--- src/hw/rtl/lpwm_pkg.sv ---
package lpwm_pkg;

  // configuration register indexes
  localparam logic [1:0] CFG_PWM_PERIOD    = 2'd0;
  localparam logic [1:0] CFG_TICKS_PER_QTR = 2'd1;
  localparam logic [1:0] CFG_PRES_THRESH   = 2'd2;

  localparam logic [7:0]  PWM_PERIOD_RST    = 8'd25;
  localparam logic [15:0] TICKS_PER_QTR_RST = 16'd200;
  localparam logic [7:0]  PRES_THRESH_RST   = 8'd150;

  localparam logic [2:0] QTR_PRESENCE = 3'd1;
  localparam logic [2:0] QTR_LIGHT    = 3'd4;

  localparam logic [5:0] SECS_PER_MIN = 6'd60;
  localparam logic [5:0] MINS_PER_HR  = 6'd60;
  localparam logic [4:0] HRS_PER_DAY  = 5'd24;

  // x/10 as x*205 >> 11, exact for 8-bit x
  localparam logic [15:0] DIV10_MUL = 16'd205;
  // x*39/100 as x*(39*5243) >> 19, exact for 8-bit x
  localparam logic [25:0] PCT_MUL   = 26'd204477;

  typedef struct packed {
    logic [7:0] presence_sample;
    logic [7:0] light_sample;
    logic       forced_off;
  } in_t;

  typedef struct packed {
    logic       lamp_level;
    logic [4:0] clock_hours;
    logic [5:0] clock_minutes;
    logic [5:0] clock_seconds;
    logic [6:0] light_percent;
  } out_t;

  typedef struct packed {
    logic [7:0]  pwm_period;
    logic [15:0] ticks_per_quarter;
    logic [7:0]  presence_threshold;
  } cfg_t;

  function automatic logic [4:0] light_to_duty(input logic [7:0] light);
    logic [15:0] prod;
    prod = 16'(light) * DIV10_MUL;
    return prod[15:11];
  endfunction

  function automatic logic [6:0] light_to_pct(input logic [7:0] light);
    logic [25:0] prod;
    prod = 26'(light) * PCT_MUL;
    return prod[25:19];
  endfunction

endpackage

--- src/hw/rtl/lpwm_clock.sv ---
module lpwm_clock
  import lpwm_pkg::*;
(
  input  logic       clk,
  input  logic       rst_n,
  input  logic       sec_adv,
  output logic [4:0] hours_nxt,
  output logic [5:0] mins_nxt,
  output logic [5:0] secs_nxt
);

  logic [4:0] hours_r;
  logic [5:0] mins_r;
  logic [5:0] secs_r;

  logic [5:0] sec_inc;
  logic [5:0] min_mid;
  logic [4:0] hr_mid;

  always_comb begin
    sec_inc  = secs_r + 6'd1;
    secs_nxt = secs_r;
    min_mid  = mins_r;
    hr_mid   = hours_r;
    mins_nxt = mins_r;
    hours_nxt = hours_r;
    if (sec_adv) begin
      secs_nxt = sec_inc;
      if (sec_inc >= SECS_PER_MIN) begin
        secs_nxt = '0;
        min_mid  = mins_r + 6'd1;
      end
      mins_nxt = min_mid;
      if (min_mid >= MINS_PER_HR) begin
        mins_nxt = '0;
        hr_mid   = hours_r + 5'd1;
      end
      hours_nxt = hr_mid;
      if (hr_mid >= HRS_PER_DAY) begin
        hours_nxt = '0;
      end
    end
  end

  always_ff @(posedge clk) begin
    if (!rst_n) begin
      hours_r <= '0;
      mins_r  <= '0;
      secs_r  <= '0;
    end else begin
      hours_r <= hours_nxt;
      mins_r  <= mins_nxt;
      secs_r  <= secs_nxt;
    end
  end

endmodule

--- src/hw/rtl/lpwm_tick.sv ---
module lpwm_tick
  import lpwm_pkg::*;
(
  input  logic       clk,
  input  logic       rst_n,
  input  logic       step,
  input  in_t        item,
  input  cfg_t       cfg,
  output logic       lamp_level,
  output logic       sec_adv,
  output logic [6:0] pct_nxt
);

  logic [15:0] div_r, div_nxt;
  logic [2:0]  qtr_r, qtr_nxt;
  logic [7:0]  phase_r, phase_nxt;
  logic [4:0]  duty_r, duty_nxt;
  logic [6:0]  pct_r;
  logic [7:0]  pres_r, pres_nxt;

  logic [15:0] div_inc;
  logic [7:0]  phase_inc;
  logic [2:0]  qtr_inc;
  logic        pwm_high;

  always_comb begin
    div_inc   = div_r + 16'd1;
    phase_inc = phase_r + 8'd1;
    qtr_inc   = qtr_r + 3'd1;
    // pwm level uses the advanced phase against the old duty
    pwm_high  = (phase_inc > 8'(duty_r));
    phase_nxt = (phase_inc >= cfg.pwm_period) ? '0 : phase_inc;

    div_nxt  = div_inc;
    qtr_nxt  = qtr_r;
    pres_nxt = pres_r;
    duty_nxt = duty_r;
    pct_nxt  = pct_r;
    sec_adv  = 1'b0;
    if (div_inc >= cfg.ticks_per_quarter) begin
      div_nxt = '0;
      qtr_nxt = qtr_inc;
      if (qtr_inc == QTR_PRESENCE) begin
        pres_nxt = item.presence_sample;
      end
      if (qtr_inc == QTR_LIGHT) begin
        qtr_nxt  = '0;
        sec_adv  = step;
        duty_nxt = light_to_duty(item.light_sample);
        pct_nxt  = light_to_pct(item.light_sample);
      end
    end
    if (!step) begin
      pct_nxt = pct_r;
    end

    if (item.forced_off) begin
      lamp_level = 1'b1;
    end else if (pres_nxt >= cfg.presence_threshold) begin
      lamp_level = pwm_high;
    end else begin
      lamp_level = 1'b1;
    end
  end

  always_ff @(posedge clk) begin
    if (!rst_n) begin
      div_r   <= '0;
      qtr_r   <= '0;
      phase_r <= '0;
      duty_r  <= '0;
      pct_r   <= '0;
      pres_r  <= '0;
    end else if (step) begin
      div_r   <= div_nxt;
      qtr_r   <= qtr_nxt;
      phase_r <= phase_nxt;
      duty_r  <= duty_nxt;
      pct_r   <= pct_nxt;
      pres_r  <= pres_nxt;
    end
  end

endmodule

--- src/hw/rtl/light_dimmed_presence_lamp_pwm.sv ---
// light_dimmed_presence_lamp_pwm
//
// one input item is one timer tick carrying the presence and light converter
// samples and the forced-off mode bit; every tick yields exactly one result
// item with the lamp pin level and the running hh:mm:ss clock and light percent
// as they stand after that tick
//
// channels: in_ (valid/ready, in_t payload), out_ (valid/ready, out_t payload),
// cfg_ (valid/ready write, cfg_index selects pwm period, ticks per quarter or
// presence threshold; cfg_ready is always high, unknown indexes are dropped)
//
// path: an accepted item goes into the input register, then through one pass of
// tick logic into the result register
// throughput: 1 item per cycle while out_ready stays high, bounded only by the
// single tick-logic pass
//
// reset (rst_n low, synchronous): both channel registers empty, all counters,
// latched samples and the clock go to zero, config registers to their defaults
//
// receiver stall: the result register holds its item; the input register takes one
// more item if it is empty, then in_ready drops until out_ready returns
module light_dimmed_presence_lamp_pwm
  import lpwm_pkg::*;
(
  input  logic        clk,
  input  logic        rst_n,

  input  logic        in_valid,
  output logic        in_ready,
  input  in_t         in_data,

  output logic        out_valid,
  input  logic        out_ready,
  output out_t        out_data,

  input  logic        cfg_valid,
  output logic        cfg_ready,
  input  logic [1:0]  cfg_index,
  input  logic [15:0] cfg_data
);

  // input register
  logic in_valid_r;
  in_t  in_data_r;

  // result register
  logic out_valid_r;
  out_t out_data_r;

  // configuration registers
  cfg_t cfg_r;

  // one tick is processed when an item waits and the result slot frees up
  logic step;

  logic       lamp_level;
  logic       sec_adv;
  logic [6:0] pct_nxt;
  logic [4:0] hours_nxt;
  logic [5:0] mins_nxt;
  logic [5:0] secs_nxt;
  out_t       result;

  assign step      = in_valid_r && (!out_valid_r || out_ready);
  assign in_ready  = !in_valid_r || step;
  assign cfg_ready = 1'b1;
  assign out_valid = out_valid_r;
  assign out_data  = out_data_r;

  lpwm_tick u_tick (
    .clk        (clk),
    .rst_n      (rst_n),
    .step       (step),
    .item       (in_data_r),
    .cfg        (cfg_r),
    .lamp_level (lamp_level),
    .sec_adv    (sec_adv),
    .pct_nxt    (pct_nxt)
  );

  lpwm_clock u_clock (
    .clk       (clk),
    .rst_n     (rst_n),
    .sec_adv   (sec_adv),
    .hours_nxt (hours_nxt),
    .mins_nxt  (mins_nxt),
    .secs_nxt  (secs_nxt)
  );

  always_comb begin
    result.lamp_level    = lamp_level;
    result.clock_hours   = hours_nxt;
    result.clock_minutes = mins_nxt;
    result.clock_seconds = secs_nxt;
    result.light_percent = pct_nxt;
  end

  // input side: load on accept, empty once the tick is consumed
  always_ff @(posedge clk) begin
    if (!rst_n) begin
      in_valid_r <= 1'b0;
    end else if (in_valid && in_ready) begin
      in_valid_r <= 1'b1;
    end else if (step) begin
      in_valid_r <= 1'b0;
    end
  end

  always_ff @(posedge clk) begin
    if (in_valid && in_ready) begin
      in_data_r <= in_data;
    end
  end

  // result side: new item on step, drop once taken
  always_ff @(posedge clk) begin
    if (!rst_n) begin
      out_valid_r <= 1'b0;
    end else if (step) begin
      out_valid_r <= 1'b1;
    end else if (out_ready) begin
      out_valid_r <= 1'b0;
    end
  end

  always_ff @(posedge clk) begin
    if (step) begin
      out_data_r <= result;
    end
  end

  // register writes
  always_ff @(posedge clk) begin
    if (!rst_n) begin
      cfg_r.pwm_period         <= PWM_PERIOD_RST;
      cfg_r.ticks_per_quarter  <= TICKS_PER_QTR_RST;
      cfg_r.presence_threshold <= PRES_THRESH_RST;
    end else if (cfg_valid && cfg_ready) begin
      case (cfg_index)
        CFG_PWM_PERIOD:    cfg_r.pwm_period         <= cfg_data[7:0];
        CFG_TICKS_PER_QTR: cfg_r.ticks_per_quarter  <= cfg_data;
        CFG_PRES_THRESH:   cfg_r.presence_threshold <= cfg_data[7:0];
        default: ;
      endcase
    end
  end

endmodule

--- config.mk ---
export PLATFORM = sky130hd
export DESIGN_NAME = light_dimmed_presence_lamp_pwm
export DESIGN_NICKNAME = d
export VERILOG_FILES = /design/src/hw/rtl/lpwm_pkg.sv /design/src/hw/rtl/lpwm_clock.sv /design/src/hw/rtl/lpwm_tick.sv /design/src/hw/rtl/light_dimmed_presence_lamp_pwm.sv
export SDC_FILE = /design/constraint.sdc
export NUM_CORES = 1
export LEC_CHECK = 0
export ABC_AREA = 1
export BUFFER_PORTS_ARGS = -buffer_cell sky130_fd_sc_hd__buf_2
export CORE_ASPECT_RATIO = 0.6
export CORE_MARGIN = 3
export CORE_UTILIZATION = 60
export CTS_CLUSTER_SIZE = 16
export DETAILED_ROUTE_END_ITERATION = 10
export PLACE_DENSITY = 0.82
export REMOVE_ABC_BUFFERS = 1
export SYNTH_ARGS = -nofsm -noshare
export SYNTH_HDL_FRONTEND = slang
export SYNTH_HIERARCHICAL = 1
export SYNTH_SLANG_ARGS = --single-unit
--- constraint.sdc ---
create_clock -name clk -period 12.6 [get_ports clk]
set_clock_uncertainty 0.2 [all_clocks]
set_input_delay 1.26 -clock clk [delete_from_list [all_inputs] [get_ports clk]]
set_output_delay 1.26 -clock clk [all_outputs]
set_load 0.05 [all_outputs]
==> Word-level counts from Yosys, hierarchy flattened <==
Index checks and enable logic that the tools add are counted.
Widths: inputs -> output; s select.
{ "word_totals": {"word_cells": 80, "in_bits": 40, "regBits": 140} }
{ "op_classes": {"mul": 2, "eq_ne": 4, "addsub": 6, "reduce_logical": 15, "muxes": 23, "order_cmp": 7, "bitwise": 1} }
{ "ops": {"columns": ["op", "count"], "rows": [
  ["$mux 6", 6],
  ["$mul 8x18->26 const B", 1],
  ["$mux 8", 3],
  ["$mux 5", 4],
  ["$add 16x1->16 const B", 1],
  ["$ge 16x16->1", 1],
  ["$ge 8x8->1", 2],
  ["$mul 8x8->16 const B", 1],
  ["$mux 16", 1],
  ["$mux 7", 2],
  ["$add 6x1->6 const B", 2],
  ["$ge 6x6->1 const B", 2],
  ["$add 8x1->8 const B", 1],
  ["$gt 8x5->1", 1],
  ["$reduce_and 2->1", 4],
  ["$mux 1", 6],
  ["$add 5x1->5 const B", 1],
  ["$ge 5x5->1 const B", 1],
  ["$reduce_bool 2->1", 2],
  ["$add 3x1->3 const B", 1],
  ["$eq 3x1->1 const B", 1],
  ["$eq 3x3->1 const B", 1],
  ["$mux 3", 1],
  ["$reduce_and 3->1", 1],
  ["other kinds (8)", 11]
]} }

==> Longest topological paths before layout <==
{ "logic_depth": {"ltp_word": 12, "depth_mapped": 26, "ltp_nobuf": 26} }

==> Cells and area by module <==
Netlist, hierarchy kept.
{ "by_module_without_submodules": {"columns": ["mod", "instances", "area_each_um2", "cells_per_inst"], "rows": [
  ["lpwm_tick", 1, 7330.8, 1085],
  ["light_dimmed_presence_lamp_pwm", 1, 2692.6, 249],
  ["lpwm_clock", 1, 1322.5, 213]
]} }

==> Worst setup path after synthesis <==
Ideal clock, no wire load.
{ "synth_path": {"path_type": "input to register", "from": "in out_ready", "to": "reg out_data_r, in the netlist out_data[21] (data pin)", "setup_ns": 0.251, "arrival_ns": 4.321, "cell_stages": 14, "slack_ns": 7.828, "cell_sequence": "inv_1 > a21oi_1 > buf_2 > inv_2 > nor3b_1 > nand2_4 > inv_4 > buf_12 > clkbuf_1 > nand4_1 > nand2_1 > clkinv_1 > nand2_1 > inv_1"} }
{ "synth_between": {"elab_chain_len": 5} }
{ "synth_lines": {"columns": ["element", "line", "text"], "rows": [
  ["from (decl)", "light_dimmed_presence_lamp_pwm.sv:33", "input logic out_ready,"],
  ["$logic_or 1x1->1", "light_dimmed_presence_lamp_pwm.sv:64", "assign step = in_valid_r && (!out_valid_r || out_ready);"],
  ["$logic_and 1x1->1", "light_dimmed_presence_lamp_pwm.sv:64", null],
  ["net step", "light_dimmed_presence_lamp_pwm.sv:54", "logic step;"],
  ["$mux 1", "lpwm_tick.sv:46", "if (qtr_inc == QTR_LIGHT) begin"],
  ["$mux 1", "lpwm_tick.sv:40", "if (div_inc >= cfg.ticks_per_quarter) begin"],
  ["net sec_adv", "light_dimmed_presence_lamp_pwm.sv:57", "logic sec_adv;"],
  ["$mux 5", "lpwm_clock.sv:27", "if (sec_adv) begin"],
  ["net hours_nxt[2]", "light_dimmed_presence_lamp_pwm.sv:59", "logic [4:0] hours_nxt;"],
  ["to (signal assigned)", "light_dimmed_presence_lamp_pwm.sv:128", "out_data_r <= result;"],
  ["to (decl)", "light_dimmed_presence_lamp_pwm.sv:48", "out_t out_data_r;"]
]} }
The timed path passes the listed nets, and every way through them passes these cells.
A chain may end at the register's enable or synchronous reset.

==> Worst setup path in the final report <==
{ "layout_path": {"from": "reg in_data_r[3] (netlist name)", "to": "reg out_data_r, in the netlist out_data[0] (data pin)"} }
{ "layout_between": {"elab_chain_len": 3} }
{ "layout_lines": {"columns": ["element", "line", "text"], "rows": [
  ["from (decl)", "light_dimmed_presence_lamp_pwm.sv:44", "in_t in_data_r;"],
  ["from (signal assigned)", "light_dimmed_presence_lamp_pwm.sv:111", "in_data_r <= in_data;"],
  ["$mul 8x18->26", "lpwm_pkg.sv:52", "prod = 26'(light) * PCT_MUL;"],
  ["$mux 7", "lpwm_tick.sv:46", null],
  ["$mux 7", "lpwm_tick.sv:40", null],
  ["net pct_nxt[0]", "light_dimmed_presence_lamp_pwm.sv:58", "logic [6:0] pct_nxt;"]
]} }
The timed path passes the listed nets, and every way through them passes these cells.

==> metrics.cfg <==
[finish]
seqCellArea_um2 = 3220
drive_gt1_frac = 0.107
multi_input_area_um2 = 6680
nets = 1818
n_antenna_cell = 0
area_growth_pct = 9.46
stdcell_count = 1856
nFillCells = 1506

[yosys]
synth_top_area_frac = 0.173
netlist_instances = 1547
ys_ff_latch = 140
synthTopCellsByArea = dfxtp_1 17%, ha_1 14%, nand2_1 13%
synth_seq_area_share = 0.284
synthFlopType = dfxtp_1
avgSynthCellArea_um2 = 7.33
ys_warn_count = 6
synth_enable_flop_cells = 42
synth_cell_types = 48
syn_area_um2 = 11300
async_flop_share = 0
yosys.area.top_type = dfxtp_1

[global_routing]
grt_max_degree = 53
grt_overflow = 0
grt_pass1_vias = 9474
antenna_found_initial = 0
grtUsageTotal = 0.283
grt_pass1_wl_mm = 46.7

[critical_path]
critical_path_class = reg -> reg
r2r_start = in_data_r[3]$_DFFE_PP_
crit_path_start_kind = flop
reg2reg_depth = 19
cp_data_arrival_time_ns = 4.72
r2r_slack_ns = 7.87
critPathMaxFanout = 7
crit_required_ns = 12.59
cp-end-kind = flop
crit_start = in_data_r[3]$_DFFE_PP_

[run]
cap_violations = 0

[placement]
dp.cells = 1824
place.gp.congestion = 0.984
hpwl_mm = 21.5
place.port_buffers = 66
dp_slack_ns = 7.91

[timing]
holdWs_ns = 0.262
min_period_over_period = 0.376
fin_setup_tns_ns = 0
setup_viol = 0
drv_slew = 0
slew_headroom = 0.425
final_hold_viol_count = 0
min_period_ns = 4.73
setup_ws_ns = 7.87
tightestPinTransition_ns = 0.857
fmax_mhz = 211
rsz0062_at_grt = false

[floorplanning]
dieHeight_um = 113
start_util = 0.620
row_count = 38
boundaryPins = 68
die_w_um = 184
fp.coreArea_um2 = 18300
die_area_um2 = 20600

[drt]
routed_wirelength_mm = 28.0
wl_met1_mm = 13.9
wire_per_inst_um = 15.1
wl_met3_mm = 3.05
drt_pass1_iterations = 6
via_count = 9864
drc = 0
via_per_inst = 5.31
highest_layer = met4
drtIter0Drc = 1075
met2_length_mm = 10.8
antenna_left = 0

[clock_tree]
cts.repair.resized = 0
cts.path.max_buffers = 2
tritoncts = built
clk_latency_ns = 0.43
cts_buffers = 17
clkTransAtPathRegs_ns = 0.07
clock-sinks = 140
cts_setup_buffers = 0
cts_hold_buf = 0
cts-root-buf = clkbuf_16
ctsHtreeMaxLevel = 4

[power]
powerDensity_nw_per_um2 = 144
ir_worst_vdd_v = 0.000118
p_leak_uw = 0.00676

[hold_path]
worstHoldPathType = reg -> reg
hp-start = cfg_r[27]$_SDFFE_PN1P_
holdPathStages = 2

[run_status]
status = completed

state kept, by name (all words and copies together), names as in the netlist, 6 cells and up:
name            flops
u_tick/phase_r      8
u_tick/div_r       16
in_data_r          17
u_tick/pct_r        7
u_clock/secs_r      6
out_data           25
u_tick/pres_r       8
cfg_r              32
u_clock/mins_r      6
Yosys cell counts, drive strengths merged (4+ instances only):
cell	n
nand2	419
inv	331
nor2	142
ha	125
dfxtp	98
a21oi	89
nand3	88
fa	50
edfxtp	42
o21ai	32
nand4	26
xor2	23
buf	17
clkbuf	15
nor3	14
o21bai	7
xnor2	5
nand3b	4
or2	4
per-layer routing:
| layer | global-route usage | vias to the layer above |
|---|---|---|
| li1 | - | 4918 |
| met1 | 0.443 | 4532 |
| met2 | 0.381 | 395 |
| met3 | 0.0839 | 19 |
| met4 | 0.0624 | 0 |
| met5 | 0 | - |
worst max-delay path: stages, from the launching register on:
cell and delay (ns):
edfxtp_1 0.53, ha_1 0.44, inv_1 0.14, fa_1 0.58, inv_1 0.08, fa_1 0.53, inv_1 0.06, fa_1 0.50
inv_1 0.05, ha_1 0.31, a21oi_1 0.24, nor2_1 0.07, nor2_1 0.15, nor2_1 0.06, nor2_1 0.16, nand3_1 0.11
nand2_1 0.12, nand2_4 0.05, nand2_2 0.08, inv_1 0.04
path summary, 6_finish.rpt:
path | endpoint
worst min-delay path | cfg_r[27]$_SDFFE_PN1P_
worst max-delay path | out_data[0]$_DFFE_PP_
worst max register to register | out_data[0]$_DFFE_PP_
worst min register to register | cfg_r[27]$_SDFFE_PN1P_
layout make-up:
type	instances	share of cell area
Inverter	333	0.101
Tap cell	240	0.0242
Timing Repair Buffer	69	0.0284
Multi-Input combinational cell	1042	0.538
Sequential cell	140	0.260
Clock buffer	17	0.0343
Clock inverter	15	0.0150
placed cells by master, fill, tap and decap left out, drive strengths merged, types with 3 or more instances in the layout:
master and count:
nand2 419, inv 337, nor2 142, ha 125
dfxtp 98, a21oi 89, nand3 88, buf 69
fa 50, edfxtp 42, o21ai 32, nand4 26
xor2 23, clkbuf 17, nor3 14, o21bai 7
xnor2 5, clkinv 5, or2 4, nand3b 4
bufinv 3, clkinvlp 3, o21a 3, a21o 3
metrics by stage:
stage	util	power [uW]	instance area [um2]
floorplan	-	1060	11100
global placement	0.645	1230	11800
detailed placement	0.645	1250	11800
CTS	0.678	1790	12400
global route	0.678	1930	12400
finish	0.678	1790	12400
power breakdown:
| part | leakage (uW) | switching [uW] | total, uW | internal (uW) |
|---|---|---|---|---|
| Sequential | 0.00121 | 11.0 | 489 | 478 |
| Clock | 0.000289 | 214 | 529 | 315 |
| Combinational | 0.00526 | 512 | 776 | 264 |
| Total | 0.00676 | 738 | 1790 | 1060 |
logic make-up (layout without fill, tap and decap cells):
logic type / after synthesis / count (layout) / synth area share
AND/OR/NAND/NOR: 700 / 700 / 0.272
buffers and inverters: 365 / 434 / 0.128
adder cells (fa/ha/maj): 175 / 175 / 0.226
flip-flops: 140 / 140 / 0.284
AO/OA/AOI/OAI: 138 / 138 / 0.0673
XOR/XNOR: 28 / 28 / 0.0223
other: 1 / 1 / 0.000331
Power figures use the tool's default switching activity.
